<file path="config.mk">
export PLATFORM = sky130hd
export DESIGN_NAME = image_crc32_validator_core
export DESIGN_NICKNAME = d
export VERILOG_FILES = /design/src/rtl/core/icrc_pkg.sv /design/src/rtl/core/image_crc32_validator_core.sv /design/src/rtl/core/icrc_crc_unit.sv /design/src/rtl/core/icrc_hdr_check.sv /design/src/rtl/core/icrc_out_buf.sv
export SDC_FILE = /design/constraint.sdc
export NUM_CORES = 1
export LEC_CHECK = 0
export BUFFER_PORTS_ARGS = -buffer_cell sky130_fd_sc_hd__buf_2
export CORE_ASPECT_RATIO = 2
export CORE_MARGIN = 2
export CORE_UTILIZATION = 50
export DETAILED_ROUTE_END_ITERATION = 7
export PLACE_DENSITY_LB_ADDON = 0.08
export SLEW_MARGIN = 10
export SYNTH_ARGS = -nofsm -noshare
export SYNTH_HDL_FRONTEND = slang
export SYNTH_SLANG_ARGS = --single-unit
</file>
<file path="constraint.sdc">
create_clock -name clk -period 6.6 [get_ports clk]
set_input_delay 0.66 -clock clk [delete_from_list [all_inputs] [get_ports clk]]
set_output_delay 0.66 -clock clk [all_outputs]
set_load 0.02 [all_outputs]
</file>
<file path="src/rtl/core/icrc_pkg.sv">
// ----------------------------------------------------------------------------
// Image CRC-32 validator package
// Shared types, codes and the byte-wide CRC update.
// ----------------------------------------------------------------------------
package icrc_pkg;

  localparam int unsigned CRC_W    = 32;
  localparam int unsigned STAT_W   = 3;
  localparam int unsigned CFG_IDX_W = 8;
  localparam int unsigned CFG_DAT_W = 32;
  localparam int unsigned ICNT_W   = 16;
  localparam int unsigned OUT_TDATA_W = 40;

  localparam logic [CRC_W-1:0] CRC_POLY = 32'hEDB88320;
  localparam logic [CRC_W-1:0] CRC_ONES = 32'hFFFFFFFF;
  localparam logic [CRC_W-1:0] WS_LIMIT_RST = 32'd16777216;
  localparam logic [CRC_W-1:0] MAJOR_VER_OK = 32'd1;

  localparam logic [STAT_W-1:0] ST_OK          = 3'd0;
  localparam logic [STAT_W-1:0] ST_BAD_MAGIC   = 3'd1;
  localparam logic [STAT_W-1:0] ST_TOO_LARGE   = 3'd2;
  localparam logic [STAT_W-1:0] ST_BAD_VERSION = 3'd3;
  localparam logic [STAT_W-1:0] ST_WS_LARGE    = 3'd4;
  localparam logic [STAT_W-1:0] ST_NO_INSTR    = 3'd5;

  localparam logic [CFG_IDX_W-1:0] REG_IMAGE_MAGIC    = 8'd0;
  localparam logic [CFG_IDX_W-1:0] REG_EXPECTED_MAGIC = 8'd1;
  localparam logic [CFG_IDX_W-1:0] REG_MAJOR_VERSION  = 8'd2;
  localparam logic [CFG_IDX_W-1:0] REG_STORED_CRC     = 8'd3;
  localparam logic [CFG_IDX_W-1:0] REG_WS_BYTES       = 8'd4;
  localparam logic [CFG_IDX_W-1:0] REG_WS_LIMIT       = 8'd5;
  localparam logic [CFG_IDX_W-1:0] REG_INSTR_COUNT    = 8'd6;
  localparam logic [CFG_IDX_W-1:0] REG_WEIGHT_BYTES   = 8'd7;

  typedef struct packed {
    logic                checksum_ok;
    logic [STAT_W-1:0]   status;
    logic [CRC_W-1:0]    computed_crc;
  } result_t;

  function automatic logic [CRC_W-1:0] crc_byte(input logic [CRC_W-1:0] crc_in,
                                                input logic [7:0]       data);
    logic [CRC_W-1:0] c;
    c = crc_in ^ {24'd0, data};
    for (int k = 0; k < 8; k++) begin
      if (c[0]) begin
        c = (c >> 1) ^ CRC_POLY;
      end else begin
        c = c >> 1;
      end
    end
    return c;
  endfunction

endpackage

</file>
<file path="src/rtl/core/image_crc32_validator_core.sv">
// A last byte's result is registered and valid at the output in the cycle after it is accepted,
// or, while an earlier result is held there, in the cycle after that result is taken.
// Throughput: one byte per cycle while in_tready is high; the unrolled CRC update is combinational.
// in_tready drops only while both the output register and the skid stage hold results.
// Reset: synchronous, active low; CRC returns to all ones, valid flags and header registers to their defaults.
// ----------------------------------------------------------------------------
// Image CRC-32 validator core
// Streams image bytes through a reflected CRC-32 and reports header status.
// ----------------------------------------------------------------------------
module image_crc32_validator_core #(
  parameter int unsigned MAX_IMAGE_BYTES   = 32'd16777216,
  parameter int unsigned HEADER_BYTES      = 32'd256,
  parameter int unsigned INSTRUCTION_BYTES = 32'd64
) (
  input  logic                                clk,
  input  logic                                rst_n,
  input  logic                                in_tvalid,
  output logic                                in_tready,
  input  logic [7:0]                          in_tdata,   // [7:0] data_byte
  input  logic                                in_tlast,
  output logic                                out_tvalid,
  input  logic                                out_tready,
  // [31:0] computed_crc, [34:32] status, [35] checksum_ok, [39:36] zero
  output logic [icrc_pkg::OUT_TDATA_W-1:0]    out_tdata,
  input  logic                                cfg_valid,
  output logic                                cfg_ready,
  input  logic [icrc_pkg::CFG_IDX_W-1:0]      cfg_index,
  input  logic [icrc_pkg::CFG_DAT_W-1:0]      cfg_data
);

  logic                        in_accept;
  logic                        skid_full;
  logic [icrc_pkg::CRC_W-1:0]  crc_final;
  icrc_pkg::result_t           result;
  icrc_pkg::result_t           out_res;

  assign in_tready = ~skid_full;
  assign in_accept = in_tvalid & in_tready;
  assign cfg_ready = 1'b1;

  icrc_crc_unit u_crc (
    .clk       (clk),
    .rst_n     (rst_n),
    .accept    (in_accept),
    .data_byte (in_tdata),
    .last_byte (in_tlast),
    .crc_final (crc_final)
  );

  icrc_hdr_check #(
    .MAX_IMAGE_BYTES   (MAX_IMAGE_BYTES),
    .HEADER_BYTES      (HEADER_BYTES),
    .INSTRUCTION_BYTES (INSTRUCTION_BYTES)
  ) u_hdr (
    .clk       (clk),
    .rst_n     (rst_n),
    .cfg_we    (cfg_valid & cfg_ready),
    .cfg_index (cfg_index),
    .cfg_data  (cfg_data),
    .crc_final (crc_final),
    .result    (result)
  );

  icrc_out_buf u_obuf (
    .clk       (clk),
    .rst_n     (rst_n),
    .push      (in_accept & in_tlast),
    .push_data (result),
    .pop       (out_tready),
    .out_vld   (out_tvalid),
    .out_data  (out_res),
    .skid_full (skid_full)
  );

  assign out_tdata = {4'd0, out_res.checksum_ok, out_res.status, out_res.computed_crc};

endmodule

</file>
<file path="src/rtl/core/icrc_crc_unit.sv">
// ----------------------------------------------------------------------------
// CRC unit
// Running CRC register with an eight-bit unrolled update per byte.
// ----------------------------------------------------------------------------
module icrc_crc_unit (
  input  logic                          clk,
  input  logic                          rst_n,
  input  logic                          accept,
  input  logic [7:0]                    data_byte,
  input  logic                          last_byte,
  output logic [icrc_pkg::CRC_W-1:0]    crc_final
);

  logic [icrc_pkg::CRC_W-1:0] crc_r;
  logic [icrc_pkg::CRC_W-1:0] crc_upd;
  logic [icrc_pkg::CRC_W-1:0] crc_nxt;

  always_comb begin
    crc_upd   = icrc_pkg::crc_byte(crc_r, data_byte);
    crc_final = crc_upd ^ icrc_pkg::CRC_ONES;
    crc_nxt   = crc_r;
    if (accept) begin
      crc_nxt = last_byte ? icrc_pkg::CRC_ONES : crc_upd;
    end
  end

  always_ff @(posedge clk) begin
    if (!rst_n) begin
      crc_r <= icrc_pkg::CRC_ONES;
    end else begin
      crc_r <= crc_nxt;
    end
  end

endmodule

</file>
<file path="src/rtl/core/icrc_hdr_check.sv">
// ----------------------------------------------------------------------------
// Header check
// Holds the header registers and derives status and checksum match.
// ----------------------------------------------------------------------------
module icrc_hdr_check #(
  parameter int unsigned MAX_IMAGE_BYTES   = 32'd16777216,
  parameter int unsigned HEADER_BYTES      = 32'd256,
  parameter int unsigned INSTRUCTION_BYTES = 32'd64
) (
  input  logic                             clk,
  input  logic                             rst_n,
  input  logic                             cfg_we,
  input  logic [icrc_pkg::CFG_IDX_W-1:0]   cfg_index,
  input  logic [icrc_pkg::CFG_DAT_W-1:0]   cfg_data,
  input  logic [icrc_pkg::CRC_W-1:0]       crc_final,
  output icrc_pkg::result_t                result
);

  localparam int unsigned TOT_W = 34;
  localparam int unsigned IB_W  = $clog2(INSTRUCTION_BYTES + 1);
  localparam int unsigned PRD_W = icrc_pkg::ICNT_W + IB_W;

  logic [31:0]                     image_magic_r;
  logic [31:0]                     expected_magic_r;
  logic [31:0]                     major_version_r;
  logic [31:0]                     stored_crc_r;
  logic [31:0]                     ws_bytes_r;
  logic [31:0]                     ws_limit_r;
  logic [icrc_pkg::ICNT_W-1:0]     instr_count_r;
  logic [31:0]                     weight_bytes_r;

  logic [PRD_W-1:0]                instr_total;
  logic [TOT_W-1:0]                image_total;
  logic [icrc_pkg::STAT_W-1:0]     status;

  always_ff @(posedge clk) begin
    if (!rst_n) begin
      image_magic_r    <= '0;
      expected_magic_r <= '0;
      major_version_r  <= '0;
      stored_crc_r     <= '0;
      ws_bytes_r       <= '0;
      ws_limit_r       <= icrc_pkg::WS_LIMIT_RST;
      instr_count_r    <= '0;
      weight_bytes_r   <= '0;
    end else if (cfg_we) begin
      case (cfg_index)
        icrc_pkg::REG_IMAGE_MAGIC:    image_magic_r    <= cfg_data;
        icrc_pkg::REG_EXPECTED_MAGIC: expected_magic_r <= cfg_data;
        icrc_pkg::REG_MAJOR_VERSION:  major_version_r  <= cfg_data;
        icrc_pkg::REG_STORED_CRC:     stored_crc_r     <= cfg_data;
        icrc_pkg::REG_WS_BYTES:       ws_bytes_r       <= cfg_data;
        icrc_pkg::REG_WS_LIMIT:       ws_limit_r       <= cfg_data;
        icrc_pkg::REG_INSTR_COUNT:    instr_count_r    <= cfg_data[icrc_pkg::ICNT_W-1:0];
        icrc_pkg::REG_WEIGHT_BYTES:   weight_bytes_r   <= cfg_data;
        default: ;
      endcase
    end
  end

  always_comb begin
    instr_total = PRD_W'(instr_count_r) * PRD_W'(INSTRUCTION_BYTES);
    image_total = TOT_W'(HEADER_BYTES) + TOT_W'(instr_total) + TOT_W'(weight_bytes_r);
    if (image_magic_r != expected_magic_r) begin
      status = icrc_pkg::ST_BAD_MAGIC;
    end else if (image_total > TOT_W'(MAX_IMAGE_BYTES)) begin
      status = icrc_pkg::ST_TOO_LARGE;
    end else if (major_version_r != icrc_pkg::MAJOR_VER_OK) begin
      status = icrc_pkg::ST_BAD_VERSION;
    end else if (ws_bytes_r > ws_limit_r) begin
      status = icrc_pkg::ST_WS_LARGE;
    end else if (instr_count_r == '0) begin
      status = icrc_pkg::ST_NO_INSTR;
    end else begin
      status = icrc_pkg::ST_OK;
    end
    result.computed_crc = crc_final;
    result.status       = status;
    result.checksum_ok  = (crc_final == stored_crc_r);
  end

endmodule

</file>
<file path="src/rtl/core/icrc_out_buf.sv">
// ----------------------------------------------------------------------------
// Result buffer
// Output register with a skid stage behind it.
// ----------------------------------------------------------------------------
module icrc_out_buf (
  input  logic               clk,
  input  logic               rst_n,
  input  logic               push,
  input  icrc_pkg::result_t  push_data,
  input  logic               pop,
  output logic               out_vld,
  output icrc_pkg::result_t  out_data,
  output logic               skid_full
);

  logic               out_vld_r;
  logic               out_vld_nxt;
  logic               skid_vld_r;
  logic               skid_vld_nxt;
  icrc_pkg::result_t  out_data_r;
  icrc_pkg::result_t  out_data_nxt;
  icrc_pkg::result_t  skid_data_r;
  icrc_pkg::result_t  skid_data_nxt;
  logic               take;

  always_comb begin
    take          = out_vld_r & pop;
    out_vld_nxt   = out_vld_r;
    skid_vld_nxt  = skid_vld_r;
    out_data_nxt  = out_data_r;
    skid_data_nxt = skid_data_r;
    if (push) begin
      if (!out_vld_r || take) begin
        out_vld_nxt  = 1'b1;
        out_data_nxt = push_data;
      end else begin
        skid_vld_nxt  = 1'b1;
        skid_data_nxt = push_data;
      end
    end else if (take) begin
      out_vld_nxt  = skid_vld_r;
      out_data_nxt = skid_data_r;
      skid_vld_nxt = 1'b0;
    end
  end

  always_ff @(posedge clk) begin
    if (!rst_n) begin
      out_vld_r  <= 1'b0;
      skid_vld_r <= 1'b0;
    end else begin
      out_vld_r  <= out_vld_nxt;
      skid_vld_r <= skid_vld_nxt;
    end
  end

  always_ff @(posedge clk) begin
    out_data_r  <= out_data_nxt;
    skid_data_r <= skid_data_nxt;
  end

  assign out_vld   = out_vld_r;
  assign out_data  = out_data_r;
  assign skid_full = skid_vld_r;

endmodule

</file>
-- Word-level counts from Yosys, hierarchy flattened
Index checks and enable logic that the tools add are counted.
- register bits: 346
- latch bits: 0
- RAM bits: 0
- memory bits (read-only): 0
- input port bits: 54
- output and inout port bits: 43
- word-level logic and storage cells: 87
- memories: 0
- add/subtract/negate cells: 2
- multipliers: 0
- div/mod/pow operators: 0
- $lt $le $gt $ge: 2
- eq/ne operators: 12
- shift-type cells: 0
- muxes and demuxes: 23
- bitwise logic cells: 15
- reductions and logical operators: 16
- operators by type and width (cell ; number):
    32-bit 2-to-1 mux ; 9
    13-bit NOT with 14-bit output ; 8
    36-bit 2-to-1 mux ; 3
    34-bit by 32-bit adder with 34-bit output ; 1
    34-bit by 25-bit > comparator with 1-bit output, second input constant ; 1
    32-bit == test ; 1
    8-bit by 3-bit == test with 1-bit output, second input constant ; 4
    32-bit > comparator ; 1
    32-bit by 1-bit != test with 1-bit output, second input constant ; 1
    32-bit != test ; 1
    32-bit NOT ; 1
    32-bit by 8-bit bitwise XOR with 32-bit output ; 1
    9-bit by 22-bit adder with 23-bit output, first input constant ; 1
    2-bit AND reduction ; 11
    8-bit by 2-bit == test with 1-bit output, second input constant ; 2
    16-bit logical NOT ; 1
    3-bit 2-to-1 mux ; 5
    8-bit by 1-bit == test with 1-bit output, second input constant ; 1
    8-bit logical NOT ; 1
    1-bit 2-to-1 mux ; 6
    2-bit != test, second input constant ; 2
    1-bit AND ; 3
    1-bit NOT ; 2
    2-bit nonzero test ; 1
    other kinds (2) ; 2

-- Longest topological paths before layout
- word-level depth: 21
- gate-level depth with buffers: 16

-- Modules after synthesis
From an unflattened synthesis, not the netlist that was laid out.
- cell total of the unflattened synthesis: 1882
- area total of the unflattened synthesis: 17108.9 µm²
- modules (own cells, without submodules) (module ; times used ; cells each ; area an instance (µm²) ; seq. area each (µm²)):
    icrc_hdr_check ; 1 ; 1554 ; 12394.4 ; 4804.6
    icrc_out_buf ; 1 ; 125 ; 2725.1 ; 2202.1
    icrc_crc_unit ; 1 ; 193 ; 1925.6 ; 640.6
    image_crc32_validator_core ; 1 ; 10 ; 63.8 ; 0.0

-- Least setup slack after synthesis
No wires, ideal clock.
- path kind: input to register
- start: input in_tlast
- end: register u_obuf.skid_data_r[0] in the netlist's numbering, enable pin
- arrival: 3.826 ns
- path slack: 2.292 ns
- cell stages on the path: 3
- buffers on the path: 1
- path through: nand3_1 > clkbuf_1 > nor3b_1
- longest elaborated chain between the ends: 2
- RTL lines (item ; RTL line ; source):
    start, declared ; image_crc32_validator_core.sv:20 ; input logic in_tlast,
    1-bit AND ; image_crc32_validator_core.sv:67 ; .push (in_accept & in_tlast),
    2-bit AND reduction (no source line) ; n/a ;
    end signal, assigned ; icrc_out_buf.sv:59 ; skid_data_r <= skid_data_nxt;
    end, declared ; icrc_out_buf.sv:22 ; icrc_pkg::result_t skid_data_r;
No other way between the ends.
A chain may end at the register's enable or synchronous reset.

==> flow_summary.yaml <==
status:
  status: "finished clean"
sta:
  rsz0062_at_grt: "no"
  fin_skew_ns: 0.0164
  hold_viol_final: 0
  fin_crit_sh_pct: 70.1
  fmax_ghz: 0.216
  timing.setup.tns_ns: 0
  tightest_slew_ns: 1.28
  setup_violations: 0
  max_slew_margin_pct: 13.7
  slew_viol_final: 0
  fin_crit_ns: 4.63
  worst_slack_ns: 1.97
routing:
  drc: 0
  avgViaCountPerCell: 5.47
  detail-route-antenna-nets: 0
  wl_microns: 48000
  vias: 12919
  firstDrtPassIters: 5
  wl_per_cell_microns: 20.3
  drtIter0Drc: 626
yosys:
  synth_ff_type: "dfxtp_1"
  ys_seq_area_share_pct: 45.1
  ys_ff_latch: 346
  synth_largest_area_cell: "dfxtp_1"
  syn_area_sq_um: 17000
  synthTopCellsByArea: "dfxtp_1 (32%), edfxtp_1 (13%), nand2_1 (12%), a21boi_0 (9.9%), xnor2_1 (4.6%)"
  synth-edff-count: 72
  ys_warn_count: 0
  avgSynthCellArea_sq_um: 9.10
  synth_top_area_share_pct: 32.3
  syn-instance-count: 1865
  synthArstFlopShare_pct: 0
  synth_cell_types: 62
final_layout:
  most-common-layout-cells: "nand2_1 (519), dfxtp_1 (274), a21boi_0 (224)"
  final_common_cell: "nand2_1"
  nNetsFinal: 2012
  drive_gt1_share_pct: 12.4
  area_growth_pct: 11.3
  n_antenna_cell: 0
critical_path:
  crit_arrival_ns: 5.00
  worstSetupPathType: "reg -> reg"
  cp_slowest_cell: "nor4b_1"
  cp.required_ns: 6.97
  slowest_delay_ns: 0.81
  path_buf_inv: 1
  start_kind: "flip-flop"
  worstPathCellList: "ha_1, nand3_1, xnor2_1, ha_1, nand4_1, nor4b_1, o311ai_0, buf_4, a21oi_1, mux2i_1, a311o_1, a2111o_1, nor3_1, nor3b_1"
  cp_max_fo: 9
  path_common_cell: "ha_1"
  critPathTopFamily: "simple AND/OR/NAND/NOR gates"
  end_kind: "flip-flop"
global_routing:
  met3_usage_pct: 2.87
  grt_util_met2_pct: 53.7
  antenna_found_initial: 0
  first_global_vias: 12767
  grt_pass1_wl_microns: 73200
  grt-busiest-layer: "met2"
  globalRouteMet1Util_pct: 26.7
  grt_max_degree: 107
  track_usage_pct: 27.2
  gr-total-overflow: 0
floorplan:
  start_util_pct: 50.6
  chipHeight_microns: 265
  core_sq_um: 33500
  rows: 95
  die-area_sq_um: 35500
  ios: 97
  die_x_microns: 134
place:
  routabilityCongestion: 0.912
  pre_cts_slack_ns: 2.06
  numPortBuffers: 91
  hpwl_microns: 34500
clock_tree:
  clock_sinks: 346
  cts-buffers-inserted: 34
  post_cts_buffers: 0
  post_cts_resized: 0
  cts_max_level: 2
  cts-root-buf: "clkbuf_16"
  clk_path_buf_depth: 3
  clkTransAtPathRegs_ns: 0.07
  cts_hold_buf: 0
  cts_tree: "built"
  clk_latency_ns: 0.53
pwr:
  irDropWorstVdd_mv: 0.229
  leakage_nw: 6.70
  p_per_area_nw_per_um2: 286
flow_run:
  cap_viol_max_count: 0
hold_path:
  hold_class: "in -> reg"
## sequential cells by signal (all words and copies together), names as in the netlist
register,cells
u_hdr.stored_crc_r,32
u_obuf.skid_full,1
u_hdr.instr_count_r,16
u_crc.crc_r,32
u_obuf.skid_data_r,36
u_hdr.ws_limit_r,32
u_obuf.out_data,36
u_hdr.weight_bytes_r,32
u_hdr.expected_magic_r,32
u_obuf.out_vld,1
u_hdr.major_version_r,32
u_hdr.image_magic_r,32
u_hdr.ws_bytes_r,32
## per-layer routing
| layer | share of wire, % | wire (microns) |
|---|---|---|
| met1 | 35 | 16600 |
| met2 | 56 | 27000 |
| met4 | 6.3 | 3050 |
| met5 | 0 | 0 |
| met3 | 3.0 | 1450 |
## cell usage after synthesis, types with 13 or more instances
library cell and instances:
nor2b_1 20, a21oi_1 37, edfxtp_1 72, nor2_1 38, nand4_1 27, mux2_2 31, nor3_1 13, a21boi_0 224
xnor2_1 89, ha_1 55, mux2i_1 20, xnor2_4 13, inv_1 56, nand2_1 520, nand3_1 17, nor4_1 18
xor2_1 46, o21ai_0 30, clkbuf_1 110, dfxtp_1 274, o211ai_1 37
## path summary, 6_finish.rpt
| path | startpoint | endpoint | slack, ns | cells past startpoint |
|---|---|---|---|---|
| setup / recovery | u_hdr.instr_count_r[2] | u_obuf.skid_data_r[34] | 1.97 | 14 |
| hold / removal | in_tlast | u_obuf.skid_full | 0.43 | 3 |
| setup reg to reg | u_hdr.instr_count_r[2] | u_obuf.skid_data_r[34] | 1.97 | 14 |
| hold reg to reg | u_hdr.ws_limit_r[12] | u_hdr.ws_limit_r[12] | 0.47 | 2 |
## power by group
part           internal [W]  leakage, nW  total [W]  switching (W)
sequential          0.00228         2.87    0.00232      0.0000399
combinational      0.000422         3.27    0.00113       0.000713
clock               0.00113        0.558    0.00195       0.000823
## final cells by class
class                   count  area, sq um
multi-input cells        1348         8710
repair buffers            116          646
flip-flops and latches    346         7650
clock inverters             8         43.8
inverters                  56          210
fillers                  3100        14600
clock buffers              52         1080
well taps                 436          546
## metrics by stage
step / utilization (%) / power, W / hold WS [ns] / std cells / cell area (sq um)
6_report: 56.3 / 0.00541 / 0.435 / 2362 / 18900
2_1_floorplan: - / 0.00312 / 0.438 / 1868 / 17000
3_5_place_dp: 53.0 / 0.00351 / 0.459 / 2302 / 17800
3_3_place_gp: 53.0 / 0.00350 / 0.450 / 2302 / 17800
5_1_grt: 56.3 / 0.00562 / 0.461 / 2362 / 18900
4_1_cts: 56.3 / 0.00547 / 0.417 / 2362 / 18900
## kinds of logic after synthesis
| family | after synthesis | synth area share [%] |
|---|---|---|
| and+or+nand+nor | 700 | 17.6 |
| AOI/OAI and AO/OA | 380 | 16.1 |
| DFF | 346 | 45.1 |
| buffers and inverters | 174 | 3.98 |
| xor gates and xnor gates | 156 | 9.84 |
| adders and majority gates | 56 | 4.17 |
| muxes | 51 | 3.24 |
| other | 2 | 0.0443 |
## worst min-delay path, stage by stage
cell and delay (ns):
buf_2 0.10, a31oi_1 0.08, nor2_1 0.09
Note: power is estimated with default switching activity, not from simulation.
